## config.mk

```make
export PLATFORM = sky130hd
export DESIGN_NAME = ght_ram
export DESIGN_NICKNAME = d
export VERILOG_FILES = /design/src/design/ght_ram.sv
export SDC_FILE = /design/constraint.sdc
export NUM_CORES = 2
export LEC_CHECK = 0
export ABC_AREA = 0
export BUFFER_PORTS_ARGS = -buffer_cell sky130_fd_sc_hd__buf_2
export CAP_MARGIN = 20
export CORE_MARGIN = 2
export CORE_UTILIZATION = 33
export DETAILED_ROUTE_END_ITERATION = 7
export PLACE_DENSITY_LB_ADDON = 0.08
export SKIP_CTS_REPAIR_TIMING = 1
export SLEW_MARGIN = 20
export SYNTH_ARGS = -nofsm -noshare
export SYNTH_HDL_FRONTEND = slang
export SYNTH_SLANG_ARGS = --single-unit
export TNS_END_PERCENT = 50
```

## constraint.sdc

```tcl
create_clock -name clock -period 7.6 [get_ports clock]
set_clock_uncertainty 0.15 [all_clocks]
set_input_delay 1.52 -clock clock [delete_from_list [all_inputs] [get_ports clock]]
set_output_delay 1.52 -clock clock [all_outputs]
set_load 0.1 [all_outputs]
```

## src/design/ght_ram.sv

```systemverilog
// Generic single-write, single-read memory with a registered read port.
// No dependencies; used for every memory of the handle table.
module ght_ram #(
   parameter int WIDTH = 8,
   parameter int DEPTH = 256
) (
   input  logic                     clock,
   input  logic                     wr_en,
   input  logic [$clog2(DEPTH)-1:0] wr_addr,
   input  logic [WIDTH-1:0]         wr_data,
   input  logic                     rd_en,
   input  logic [$clog2(DEPTH)-1:0] rd_addr,
   output logic [WIDTH-1:0]         rd_data
);

   logic [WIDTH-1:0] mem_ff [DEPTH];
   logic [WIDTH-1:0] rd_data_ff;

   always_ff @(posedge clock) begin
      if (wr_en) begin
         mem_ff[wr_addr] <= wr_data;
      end
      if (rd_en) begin
         rd_data_ff <= mem_ff[rd_addr];
      end
   end

   assign rd_data = rd_data_ff;

endmodule

```

==> results by group <==
Timing
  • Tcrit/Tclk final: 61.9%
  • Final setup TNS: 0 ps
  • Fmax: 213 MHz
  • Final Setup Violations: 0
  • Slew headroom: between 10% and 20%
  • Final hold violation count: 0
  • Hold slack: 901 ps
  • Slew @ Worst Pin: around 1200 ps
  • Pins Over Slew Limit: 0
  • RSZ-0062 raised after global routing: no
  • Final Critical Period: 4700 ps

Setup path
  • CP Buf/Inv Count: 2
  • CP startpoint kind: input port
  • Register-to-Register Path Depth: 6
  • Worst setup path class: in2reg
  • Slowest cell on the critical path: nor3_1
  • WP depth: 7
  • CP endpoint kind: register
  • WP data required: 8010 ps
  • Delay of the slowest cell on the worst path: 810 ps
  • Worst Path Max Fanout: 63
  • Worst Path Arrival: 5110 ps
  • Cell family with most CP delay: buffers and inverters
  • Cell chain of the critical path: buf_8, buf_4, mux4_2, a221oi_1, o32ai_1, nor3_1, nor4_1

Drt
  • Vias: 38100
  • WL final: 234 mm
  • DR iter-0 viols: 3693
  • Routed len/inst: ~32 um
  • DRC Markers: 0
  • Antenna-violating nets left: 0
  • DR vias/cell: 5.27
  • Drt first pass iters: 5

Place
  • GP Congestion: 0.778
  • Placed insts: 6809
  • PortBufs: 34
  • DP HPWL: 140 mm

Clock network
  • CTS tree: built
  • CTS Buf Count: 225
  • Clock Sinks: 2056
  • Clk pin slew, worst setup/hold paths: 60 ps
  • Clock buffer depth: 3
  • Clock Latency Late Sink: 880 ps
  • Htree depth: 4
  • Root Buffer Master: clkbuf_16

Logic synthesis
  • Number of synthesized flops with an enable pin: 2056
  • Register area share after synthesis: 77.5%
  • Syn. warnings: 0
  • Yosys cell types: 54
  • Mean Syn Cell Area: 21.3 um2
  • Asr flop ratio synth: 0%
  • Synthesized net count: 3760
  • FF+latch count, synth: 2056
  • Mapped Area: 79600 um2
  • Main synth FF type: edfxtp_1
  • Mapped Cells: 3733

Floorplanning
  • Starting Density: 33.1%
  • Die width: approximately 500 um
  • Io pins: 35
  • Die ar.: roughly 250000 um2
  • Core Rows: 180
  • Die height: 495 um
  • Core area: 240000 um2

Final layout
  • Layout Cells excl Fill: 7229
  • Most frequent cells in the layout: edfxtp_1, mux4_2, nor2_1, clkbuf_16, mux2i_1
  • Nets: 3879
  • Area grow syn2layout: 13.9%
  • Share of cells above drive strength 1: between 20 and 25%
  • Most common cell after layout, fill and taps aside: edfxtp_1

Status
  • Outcome: completed

Flow run
  • Max Cap Viol: 0

Power
  • Power Total: approximately 24 mW
  • Max IR drop VDD: between 0.0002 and 0.00025 V
  • Lkg Pwr: 27.5 nW
  • Power density cells: 269 nW/um2

Global routing
  • Total grt overflow: 0
  • Vias in the first global route: 39400
  • Largest net degree at the start of global routing: 173
  • First-pass GRT wire length: around 330 mm
  • All-Layer GR Usage: a little under a fifth
  • Initial antenna violation count: 15

Worst hold path
  • Worst Hold Class: reg2reg
  • Hold path depth: 6
cells in the mapped netlist (6+ instances only):
| library cell | count | area, um2 |
|---|---|---|
| buf_2 | 31 | 155 |
| a21oi_1 | 96 | 480 |
| buf_6 | 21 | 236 |
| nor2b_1 | 31 | 194 |
| o21ai_0 | 10 | 50.1 |
| a221oi_1 | 13 | 114 |
| edfxtp_1 | 2056 | 61700 |
| mux2i_1 | 134 | 1340 |
| buf_8 | 13 | 195 |
| o22ai_1 | 28 | 175 |
| buf_1 | 22 | 82.6 |
| nand2_1 | 33 | 124 |
| buf_4 | 27 | 203 |
| nand3_1 | 34 | 170 |
| o221ai_1 | 46 | 403 |
| nor3_1 | 22 | 110 |
| buf_12 | 8 | 160 |
| a211oi_1 | 16 | 120 |
| clkbuf_1 | 111 | 417 |
| nor2_1 | 282 | 1060 |
| and2_1 | 6 | 37.5 |
| mux4_2 | 454 | 10200 |
| o211ai_1 | 10 | 75.1 |
| a22o_1 | 8 | 70.1 |
| nand4_1 | 10 | 62.6 |
| a22oi_1 | 133 | 998 |
| nand2b_1 | 8 | 50.1 |
| nor4_1 | 24 | 150 |
registers in the layout, indices dropped and copies added, names as in the netlist:
name     count
rd_data      8
mem_ff    2048
cells by family after synthesis:
logic type      share of synthesized area (%)
buf+inv                                  1.83
compound gates                           3.42
simple gates                             2.63
flops                                    77.5
mux                                      14.6
where the power goes:
part / internal (mW) / switching (mW)
Clock: 6.10 / 4.57
Sequential: 12.5 / 0.0188
Combinational: 0.374 / 0.852
Total: 19.0 / 5.45
layer usage:
metal / vias to the layer above / track usage (%) / routed length (um)
li1: 16000 / - / -
met1: 20900 / 27.2 / 106000
met2: 970 / 30.8 / 113000
met3: 286 / 2.71 / 9960
met4: 0 / 4.81 / 5370
met5: - / 0 / 0
cell type report:
cell class                      count  area, um2
Clock inverter                    136       1270
Inverter                            2       7.51
Multi-Input combinational cell   1442      16700
Timing Repair Buffer              125       1210
Antenna cell                        2       5.00
Sequential cell                  2056      61700
Clock buffer                      281       5860
Tap cell                         3185       3990
Fill cell                       21700     150000
worst paths after layout:
check	start	to	slack, ps
worst max-delay path	rd_addr[1]	rd_data[3]	2900
worst min-delay path	mem_ff[32][5]	rd_data[5]	900
worst max register to register	mem_ff[211][3]	rd_data[3]	4170
worst min register to register	mem_ff[32][5]	rd_data[5]	900
worst min-delay path, stage by stage, from the launching register on:
cell and delay, ps:
edfxtp_1 320, mux2i_1 70, nand2_1 70, a311oi_1 100
o221ai_1 90, a211oi_1 60, nor4_1 180
metrics by stage:
stage / cell area [um2] / util [%] / setup WS (ps)
detailed placement: 83600 / 34.8 / 1990
global placement: 83500 / 34.7 / 1410
floorplan: 79600 / - / 3850
CTS: 90700 / 37.8 / 2930
finish: 90700 / 37.8 / 2900
global route: 90700 / 37.8 / 2790
Power figures use the tool's default switching activity.
