## config.mk

```make
export PLATFORM = sky130hd
export DESIGN_NAME = ght_exec
export DESIGN_NICKNAME = d
export VERILOG_FILES = /design/src/design/ght_pkg.sv /design/src/design/ght_exec.sv
export SDC_FILE = /design/constraint.sdc
export NUM_CORES = 1
export LEC_CHECK = 0
export BUFFER_PORTS_ARGS = -buffer_cell sky130_fd_sc_hd__buf_2
export CAP_MARGIN = 20
export CORE_AREA = 2 2 222 224
export DETAILED_ROUTE_END_ITERATION = 10
export DIE_AREA = 0 0 224 226
export RECOVER_POWER = 100
export SYNTH_ARGS = -nofsm -noshare
export SYNTH_HDL_FRONTEND = slang
export SYNTH_SLANG_ARGS = --single-unit
```

## constraint.sdc

```tcl
create_clock -name vclk -period 2.45
set_input_delay 0 -clock vclk [all_inputs]
set_output_delay 0 -clock vclk [all_outputs]
set_load 0.02 [all_outputs]
```

## src/design/ght_pkg.sv

```systemverilog
// Shared types, widths and codes for the generation handle table.
// Used by ght_exec and generation_handle_table; depends on nothing else.
package ght_pkg;

   localparam int SLOTS    = 256;
   localparam int IDX_W    = $clog2(SLOTS);
   localparam int LINK_W   = IDX_W + 1;
   localparam int ACTION_W = 2;
   localparam int INDEX_W  = 16;
   localparam int GEN_W    = 8;
   localparam int OBJ_W    = 32;
   localparam int KIND_W   = 4;
   localparam int RIGHTS_W = 32;
   localparam int STATUS_W = 3;

   // Link value that marks the end of the free list or a root entry.
   localparam logic [LINK_W-1:0] LINK_NONE = LINK_W'(SLOTS);

   localparam logic [ACTION_W-1:0] ACT_INSERT = 2'd0;
   localparam logic [ACTION_W-1:0] ACT_REMOVE = 2'd1;
   localparam logic [ACTION_W-1:0] ACT_LOOKUP = 2'd2;
   localparam logic [ACTION_W-1:0] ACT_DERIVE = 2'd3;

   localparam logic [STATUS_W-1:0] ST_OK        = 3'd0;
   localparam logic [STATUS_W-1:0] ST_FULL      = 3'd1;
   localparam logic [STATUS_W-1:0] ST_STALE     = 3'd2;
   localparam logic [STATUS_W-1:0] ST_KIND      = 3'd3;
   localparam logic [STATUS_W-1:0] ST_RIGHTS    = 3'd4;
   localparam logic [STATUS_W-1:0] ST_NO_DERIVE = 3'd5;

   typedef struct packed {
      logic [ACTION_W-1:0] action;
      logic [INDEX_W-1:0]  slot_index;
      logic [GEN_W-1:0]    slot_generation;
      logic [OBJ_W-1:0]    object_ref;
      logic [KIND_W-1:0]   object_kind;
      logic [RIGHTS_W-1:0] rights_value;
      logic [RIGHTS_W-1:0] rights_bound;
      logic [RIGHTS_W-1:0] required_rights;
      logic                kind_check;
   } item_type;

   // One row of the entry memory; the generation lives in its own memory.
   typedef struct packed {
      logic [KIND_W-1:0]   kind;
      logic [RIGHTS_W-1:0] rights;
      logic [OBJ_W-1:0]    object;
      logic [LINK_W-1:0]   parent;
   } row_type;

   localparam int ROW_W = $bits(row_type);

   typedef struct packed {
      logic [STATUS_W-1:0] status;
      logic [INDEX_W-1:0]  index;
      logic [GEN_W-1:0]    generation;
      logic [OBJ_W-1:0]    object;
      logic [KIND_W-1:0]   kind;
      logic [RIGHTS_W-1:0] rights;
      logic [LINK_W-1:0]   parent;
      logic [LINK_W-1:0]   live_count;
   } result_type;

   // State changes decided for one transaction.
   typedef struct packed {
      logic              take;
      logic              drop;
      logic              gen_wr;
      logic [LINK_W-1:0] head_in;
      logic [LINK_W-1:0] mark_in;
      logic [LINK_W-1:0] count_in;
      logic              data_wr;
      logic [IDX_W-1:0]  data_addr;
      row_type           data_row;
      logic [IDX_W-1:0]  rel_addr;
      logic [GEN_W-1:0]  gen_val;
      logic [LINK_W-1:0] link_val;
   } update_type;

endpackage

```

## src/design/ght_exec.sv

```systemverilog
// Decision logic for one transaction: checks, result fields and state updates.
// Depends on ght_pkg; instantiated by generation_handle_table.
module ght_exec (
   input  ght_pkg::item_type                 item,
   input  ght_pkg::row_type                  src_row,
   input  logic [ght_pkg::GEN_W-1:0]         src_gen,
   input  logic [ght_pkg::LINK_W-1:0]        head,
   input  logic [ght_pkg::GEN_W-1:0]         head_gen,
   input  logic [ght_pkg::LINK_W-1:0]        head_link,
   input  logic [ght_pkg::LINK_W-1:0]        mark,
   input  logic [ght_pkg::LINK_W-1:0]        count,
   input  logic [ght_pkg::RIGHTS_W-1:0]      derive_mask,
   output ght_pkg::result_type               rsp,
   output ght_pkg::update_type               upd
);

   logic [ght_pkg::IDX_W-1:0] slot;
   logic                      in_range;
   logic                      handle_ok;
   logic                      full;
   ght_pkg::row_type          new_row;

   assign slot      = item.slot_index[ght_pkg::IDX_W-1:0];
   assign in_range  = 32'(item.slot_index) < ght_pkg::SLOTS;
   assign handle_ok = in_range && (src_row.kind != '0) &&
                      (src_gen == item.slot_generation);
   assign full      = (head == ght_pkg::LINK_NONE);

   always_comb begin
      rsp           = '0;
      rsp.status    = ght_pkg::ST_OK;
      rsp.parent    = ght_pkg::LINK_NONE;
      upd           = '0;
      upd.head_in   = head;
      upd.mark_in   = mark;
      upd.count_in  = count;
      upd.data_addr = head[ght_pkg::IDX_W-1:0];
      upd.rel_addr  = slot;
      upd.gen_val   = src_gen + 1'b1;
      upd.link_val  = head;
      new_row       = '0;
      new_row.parent = ght_pkg::LINK_NONE;

      unique case (item.action)
         ght_pkg::ACT_INSERT: begin
            if (item.object_kind == '0) begin
               rsp.status = ght_pkg::ST_STALE;
            end else if (full) begin
               rsp.status = ght_pkg::ST_FULL;
            end else begin
               upd.take       = 1'b1;
               new_row.kind   = item.object_kind;
               new_row.rights = item.rights_value & item.rights_bound;
               new_row.object = item.object_ref;
               new_row.parent = ght_pkg::LINK_NONE;
            end
         end
         ght_pkg::ACT_REMOVE: begin
            if (!handle_ok) begin
               rsp.status = ght_pkg::ST_STALE;
            end else begin
               upd.drop = 1'b1;
            end
         end
         ght_pkg::ACT_LOOKUP: begin
            priority if (!handle_ok) begin
               rsp.status = ght_pkg::ST_STALE;
            end else if (item.kind_check && (src_row.kind != item.object_kind)) begin
               rsp.status = ght_pkg::ST_KIND;
            end else if ((src_row.rights & item.required_rights) !=
                         item.required_rights) begin
               rsp.status = ght_pkg::ST_RIGHTS;
            end else begin
               rsp.index      = {{(ght_pkg::INDEX_W-ght_pkg::IDX_W){1'b0}}, slot};
               rsp.generation = src_gen;
               rsp.object     = src_row.object;
               rsp.kind       = src_row.kind;
               rsp.rights     = src_row.rights;
               rsp.parent     = src_row.parent;
            end
         end
         ght_pkg::ACT_DERIVE: begin
            priority if (!handle_ok) begin
               rsp.status = ght_pkg::ST_STALE;
            end else if ((src_row.rights & derive_mask) != derive_mask) begin
               rsp.status = ght_pkg::ST_NO_DERIVE;
            end else if (full) begin
               rsp.status = ght_pkg::ST_FULL;
            end else begin
               upd.take       = 1'b1;
               new_row.kind   = src_row.kind;
               new_row.rights = src_row.rights & item.rights_value;
               new_row.object = src_row.object;
               new_row.parent = {1'b0, slot};
            end
         end
      endcase

      if (upd.take) begin
         // The new entry goes to the head of the free list. Its generation is
         // written back too, so a slot taken for the first time holds zero.
         upd.data_wr    = 1'b1;
         upd.data_row   = new_row;
         upd.gen_wr     = 1'b1;
         upd.rel_addr   = head[ght_pkg::IDX_W-1:0];
         upd.gen_val    = head_gen;
         upd.head_in    = head_link;
         upd.mark_in    = (head == mark) ? mark + 1'b1 : mark;
         upd.count_in   = count + 1'b1;
         rsp.index      = {{(ght_pkg::INDEX_W-ght_pkg::IDX_W){1'b0}},
                           head[ght_pkg::IDX_W-1:0]};
         rsp.generation = head_gen;
         rsp.object     = new_row.object;
         rsp.kind       = new_row.kind;
         rsp.rights     = new_row.rights;
         rsp.parent     = new_row.parent;
      end

      if (upd.drop) begin
         // The freed slot becomes the new head; object and parent are kept.
         upd.data_wr         = 1'b1;
         upd.data_addr       = slot;
         upd.data_row        = src_row;
         upd.data_row.kind   = '0;
         upd.data_row.rights = '0;
         upd.gen_wr          = 1'b1;
         upd.head_in         = {1'b0, slot};
         upd.count_in        = count - 1'b1;
         rsp.index           = {{(ght_pkg::INDEX_W-ght_pkg::IDX_W){1'b0}}, slot};
         rsp.generation      = upd.gen_val;
      end

      rsp.live_count = upd.count_in;
   end

endmodule

```

==> flow_summary.ini, run 1 <==
[critical_path]
crit_path_end_kind = output pin
worstSetupPathType = in -> out
slowest_stage = or4_4
cp_top_family = simple AND/OR/NAND/NOR gates
crit_buf_inv = 2
cp-start-kind = input pin
crit_top_cell = or4_4
worstPathCellList = buf_6, or4_4, nor4_4, nand4_4, or4_4, or3_4, o32a_1, xnor2_2, buf_4
required_ns = 2.45
cp_max_fo = 2
cp_slowest_stage_delay_ns = 0.56
worst_ep_arrival_time_ns = 2.56

[floorplan]
fp.dieW_microns = 224
die_y_microns = 226
core_area_sq_um = 48340
initial_core_util_pct = 11.63
rows = 81
die_area_sq_um = 50620
io_pins = 574

[timing]
tightest_slew_ns = 0.5769
fmax_ghz = 0.3904
maxSlewViolCount = 0
fin_setup_tns_ns = -0.7929
setup_slack_ns = -0.1117
post-route-period-util_pct = 104.6
setup_viol = 29
layout_min_cycle_time_ns = 2.562
slew_headroom_pct = 61.19
rsz0062_at_grt = true
hold_violations = 0

[clocking]
ctsHoldBuffers = 0

[layout]
design.seq.count = 0
final_cell_mix = buf_2 (477), nand2_1 (203), nand3_1 (143)
nClkBuffers = 0
drive_gt1_share_pct = 41.55
regArea_sq_um = 0
area_growth_pct = 73.53
fin_area_sq_um = 9753
n_fill_cell = 5644
final_common_cell = buf_2
nets = 1921

[yosys]
seq_area_frac_synth_pct = 0
yosys_warnings = 0
avgSynthCellArea_sq_um = 5.436
synth_area_sq_um = 5620
synthDistinctLibCells = 53
synth_cells = 1034

[placement]
dp_worst_setup_slack_ns = -0.1952
dp_hpwl_microns = 31440
place_congestion = 0.8800
place_area_sq_um = 9543
io_buffers = 566

[detailed_routing]
wl_met3_microns = 3069
met1_length_microns = 16710
final_antenna_net_count = 0
drt-total-wl_microns = 38670
routed_via_density = 4.496
wl_met2_microns = 18030
drcViolationCount = 0
wl_per_cell_microns = 17.44
drtPass1Iterations = 5
via_count = 9973
highest_layer = met5
drtIter0Drc = 606

[power_and_ir_drop]
p_total_mw = 1.445
power.net_switching_mw = 0.8913
p_int_mw = 0.5538
pwr-share-seq_pct = 0
max-vdd-ir-drop_uv = 79.18
p_per_area_nw_per_um2 = 148.2
p_comb_share_pct = 100.0
clkPwrFrac_pct = 0
swShare_pct = 61.68
p_leak_nw = 4.862

[global_route]
antenna_found_initial = 4
gr-total-overflow = 0
grt_pass1_vias = 8749
grt_pass1_wl_microns = 52670
grt_usage_pct = 13.36
grt_max_degree = 103

[status]
violations = setup timing
status = finished with violations

[worst_hold_path]
hold_path.class = in -> out

[flow_run]
cap_violations = 0
worst min-delay path, cell delays in order:
cell and delay [ns]:
buf_2 0.10, xnor2_2 0.07, buf_4 0.15
power by group through the flow:
| stage | combinational [mW] | clock, mW | sequential, mW |
|---|---|---|---|
| 4_1_cts | 1.42 | 0 | 0 |
| 6_report | 1.45 | 0.000000194 | 0 |
| 3_3_place_gp | 1.41 | 0 | 0 |
| 5_1_grt | 1.55 | 0.000000164 | 0 |
| 3_5_place_dp | 1.41 | 0 | 0 |
| 2_1_floorplan | 0.689 | 0 | 0 |
area by class of cell:
class	instances	area [sq um]	share of cell area (%)
multi-input combinational	908	5194	53.25
timing repair buffer	659	3677	37.70
tap	622	778.2	7.979
inverter	24	91.34	0.9365
antenna	5	12.51	0.1283
layer usage:
metal | vias up | track usage, %
met2 | 571 | 22.77
met3 | 45 | 1.835
met1 | 4594 | 17.91
met4 | 2 | 2.688
li1 | 4761 | -
met5 | - | 0
through the flow:
step                      std cells  hold slack [ns]  utilization (%)
after floorplan                1041          0.09359                -
after detailed placement       2199           0.3124            19.74
after CTS                      2202           0.3129            19.88
after global placement         2199           0.3072            19.74
after global routing           2216           0.3351            20.16
final                          2218           0.3204            20.18
worst paths after layout:
| check | start | to | slack (ns) | cells past startpoint |
|---|---|---|---|---|
| worst min-delay path | count[8] | upd[119] | 0.32 | 3 |
| worst max-delay path | item[152] | rsp[7] | -0.11 | 9 |
cell usage after synthesis, drive strengths merged (11+ instances only):
cell	count	area share [%]
clkbuf	57	3.8
nor2	63	4.2
inv	23	1.5
buf	52	5.6
nand3	145	13
a22oi	69	9.2
o21ai	91	8.1
and3	39	4.3
o2111ai	17	2.6
nand2	203	14
nor4	11	1.5
nand2b	49	5.5
a21oi	59	5.3
xor2	26	4.1
nor2b	35	3.9
xnor2	17	2.6
cell families after synthesis:
kind of cell / Yosys count / synth area share (%)
xor gates and xnor gates: 43 / 6.701
AOI/OAI and AO/OA: 267 / 29.81
other: 1 / 0.06672
adders and majority gates: 8 / 1.781
muxes: 2 / 0.3784
buffers and inverters: 133 / 11.00
and+or+nand+nor: 580 / 50.27
repair_timing:
action,in CTS,in global routing
buffers inserted,3,9
endpoints found under the setup margin,31,59
pin swaps,3,10
gates cloned,0,2
resized for setup,13,38
(Power assumes the default switching activity.)
==> inputs of run 2 (changes only) <==
==> constraint.sdc (replaced) <==
create_clock -name vclk -period 2.45
set_input_delay 0.245 -clock vclk [all_inputs]
set_output_delay 0.245 -clock vclk [all_outputs]
set_load 0.02 [all_outputs]
==> run 2 against run 1 <==
  * The run still ends with setup timing left
  * Maximum frequency down 19%
  * Sequential cell count unchanged
  * Critical path depth is the same
  * Core utilization up 13 points
==> flow_summary.ini, run 2 (synthesized netlist as in run 1, its figures left out) <==
[floorplan]
die_y_microns = 226
rows = 81
fp.dieW_microns = 224
io_pins = 574
initial_core_util_pct = 11.63
core_area_sq_um = 48340
die_area_sq_um = 50620

[critical_path]
crit_buf_inv = 2
cp_max_fo = 2
crit_path_end_kind = output pin
crit_top_cell = or4_4
cp-start-kind = input pin
required_ns = 2.20
worst_ep_arrival_time_ns = 2.92
worstPathCellList = buf_6, or4_4, nor4_4, nand4_4, or4_4, or3_4, o32a_1, xnor2_2, buf_4
cp_slowest_stage_delay_ns = 0.55
cp_top_family = simple AND/OR/NAND/NOR gates
worstSetupPathType = in -> out
slowest_stage = or4_4

[power_and_ir_drop]
p_leak_nw = 7.355
max-vdd-ir-drop_uv = 69.04
p_per_area_nw_per_um2 = 138.2

[placement]
io_buffers = 566
dp_worst_setup_slack_ns = -0.7226
place_congestion = 0.9305
dp_hpwl_microns = 33980

[global_route]
grt_usage_pct = 18.21
gr-total-overflow = 0
grt_max_degree = 64
antenna_found_initial = 4
grt_pass1_wl_microns = 70200
grt_pass1_vias = 11170

[layout]
design.seq.count = 0
n_fill_cell = 4919
final_common_cell = buf_2
multiInputGateArea_sq_um = 7878
regArea_sq_um = 0
final_util_pct = 33.25
area_growth_pct = 186.0
nets = 2077
final_cell_mix = buf_2 (325), buf_6 (238), buf_4 (157)
drive_gt1_share_pct = 72.30
nClkBuffers = 0

[detailed_routing]
routed_via_density = 4.806
highest_layer = met5
drcViolationCount = 0
final_antenna_net_count = 0
drtIter0Drc = 642
wl_met3_microns = 4079
met1_length_microns = 19920
drtPass1Iterations = 5
via_count = 11410
wl_met2_microns = 25350
wl_per_cell_microns = 21.82
drt-total-wl_microns = 51790

[timing]
tightest_slew_ns = 0.5791
setup_viol = 233
fmax_ghz = 0.3164
slew_headroom_pct = 61.03
hold_violations = 0
setup_slack_ns = -0.7107
post-route-period-util_pct = 129.0
fin_setup_tns_ns = -89.27
whs_ns = 0.8167
rsz0062_at_grt = true
layout_min_cycle_time_ns = 3.161
maxSlewViolCount = 0

[status]
status = finished with violations
violations = setup timing

[clocking]
ctsHoldBuffers = 0

[flow_run]
cap_violations = 0

[worst_hold_path]
hold_path.class = in -> out
[run 2: report_power, final]
group / total, mW / switching (mW) / internal, mW
registers: 0 / 0 / 0
clock network: 0.000000132 / 0 / 0.000000132
logic: 2.22 / 1.24 / 0.986
total: 2.22 / 1.24 / 0.986
[run 2: layer usage]
layer,vias to the layer above,global-route usage [%]
li1,5120,-
met1,5391,21.79
met2,728,31.88
met3,164,3.565
met4,2,7.247
met5,-,0
[run 2: layout make-up]
class / instances / area share, %
timing repair buffer: 815 / 45.45
antenna: 4 / 0.06227
tap: 622 / 4.841
inverter: 24 / 0.6460
multi-input combinational: 908 / 49.00
[run 2: final timing paths]
check	startpoint	endpoint	slack, ns	cells after the start
hold / removal	count[8]	upd[119]	0.82	3
setup / recovery	item[155]	upd[118]	-0.71	9
[run 2: through the flow]
stage	cell area [sq um]	power, mW	instances
6_report	16080	2.222	2373
5_1_grt	16070	2.336	2370
4_1_cts	15260	2.114	2355
3_5_place_dp	11310	1.710	2274
3_3_place_gp	11310	1.711	2274
2_1_floorplan	6928	0.8636	1041
[run 2: worst min-delay path, stage by stage]
cell	delay (ns)
buf_2	0.10
xnor2_2	0.07
buf_4	0.15
[run 2: repair_timing]
action	in CTS	in global routing
hold endpoints to repair	0	0
pin swaps	228	119
setup endpoints to repair	234	233
cloned	31	6
buffers inserted	53	27
resized for setup	745	192
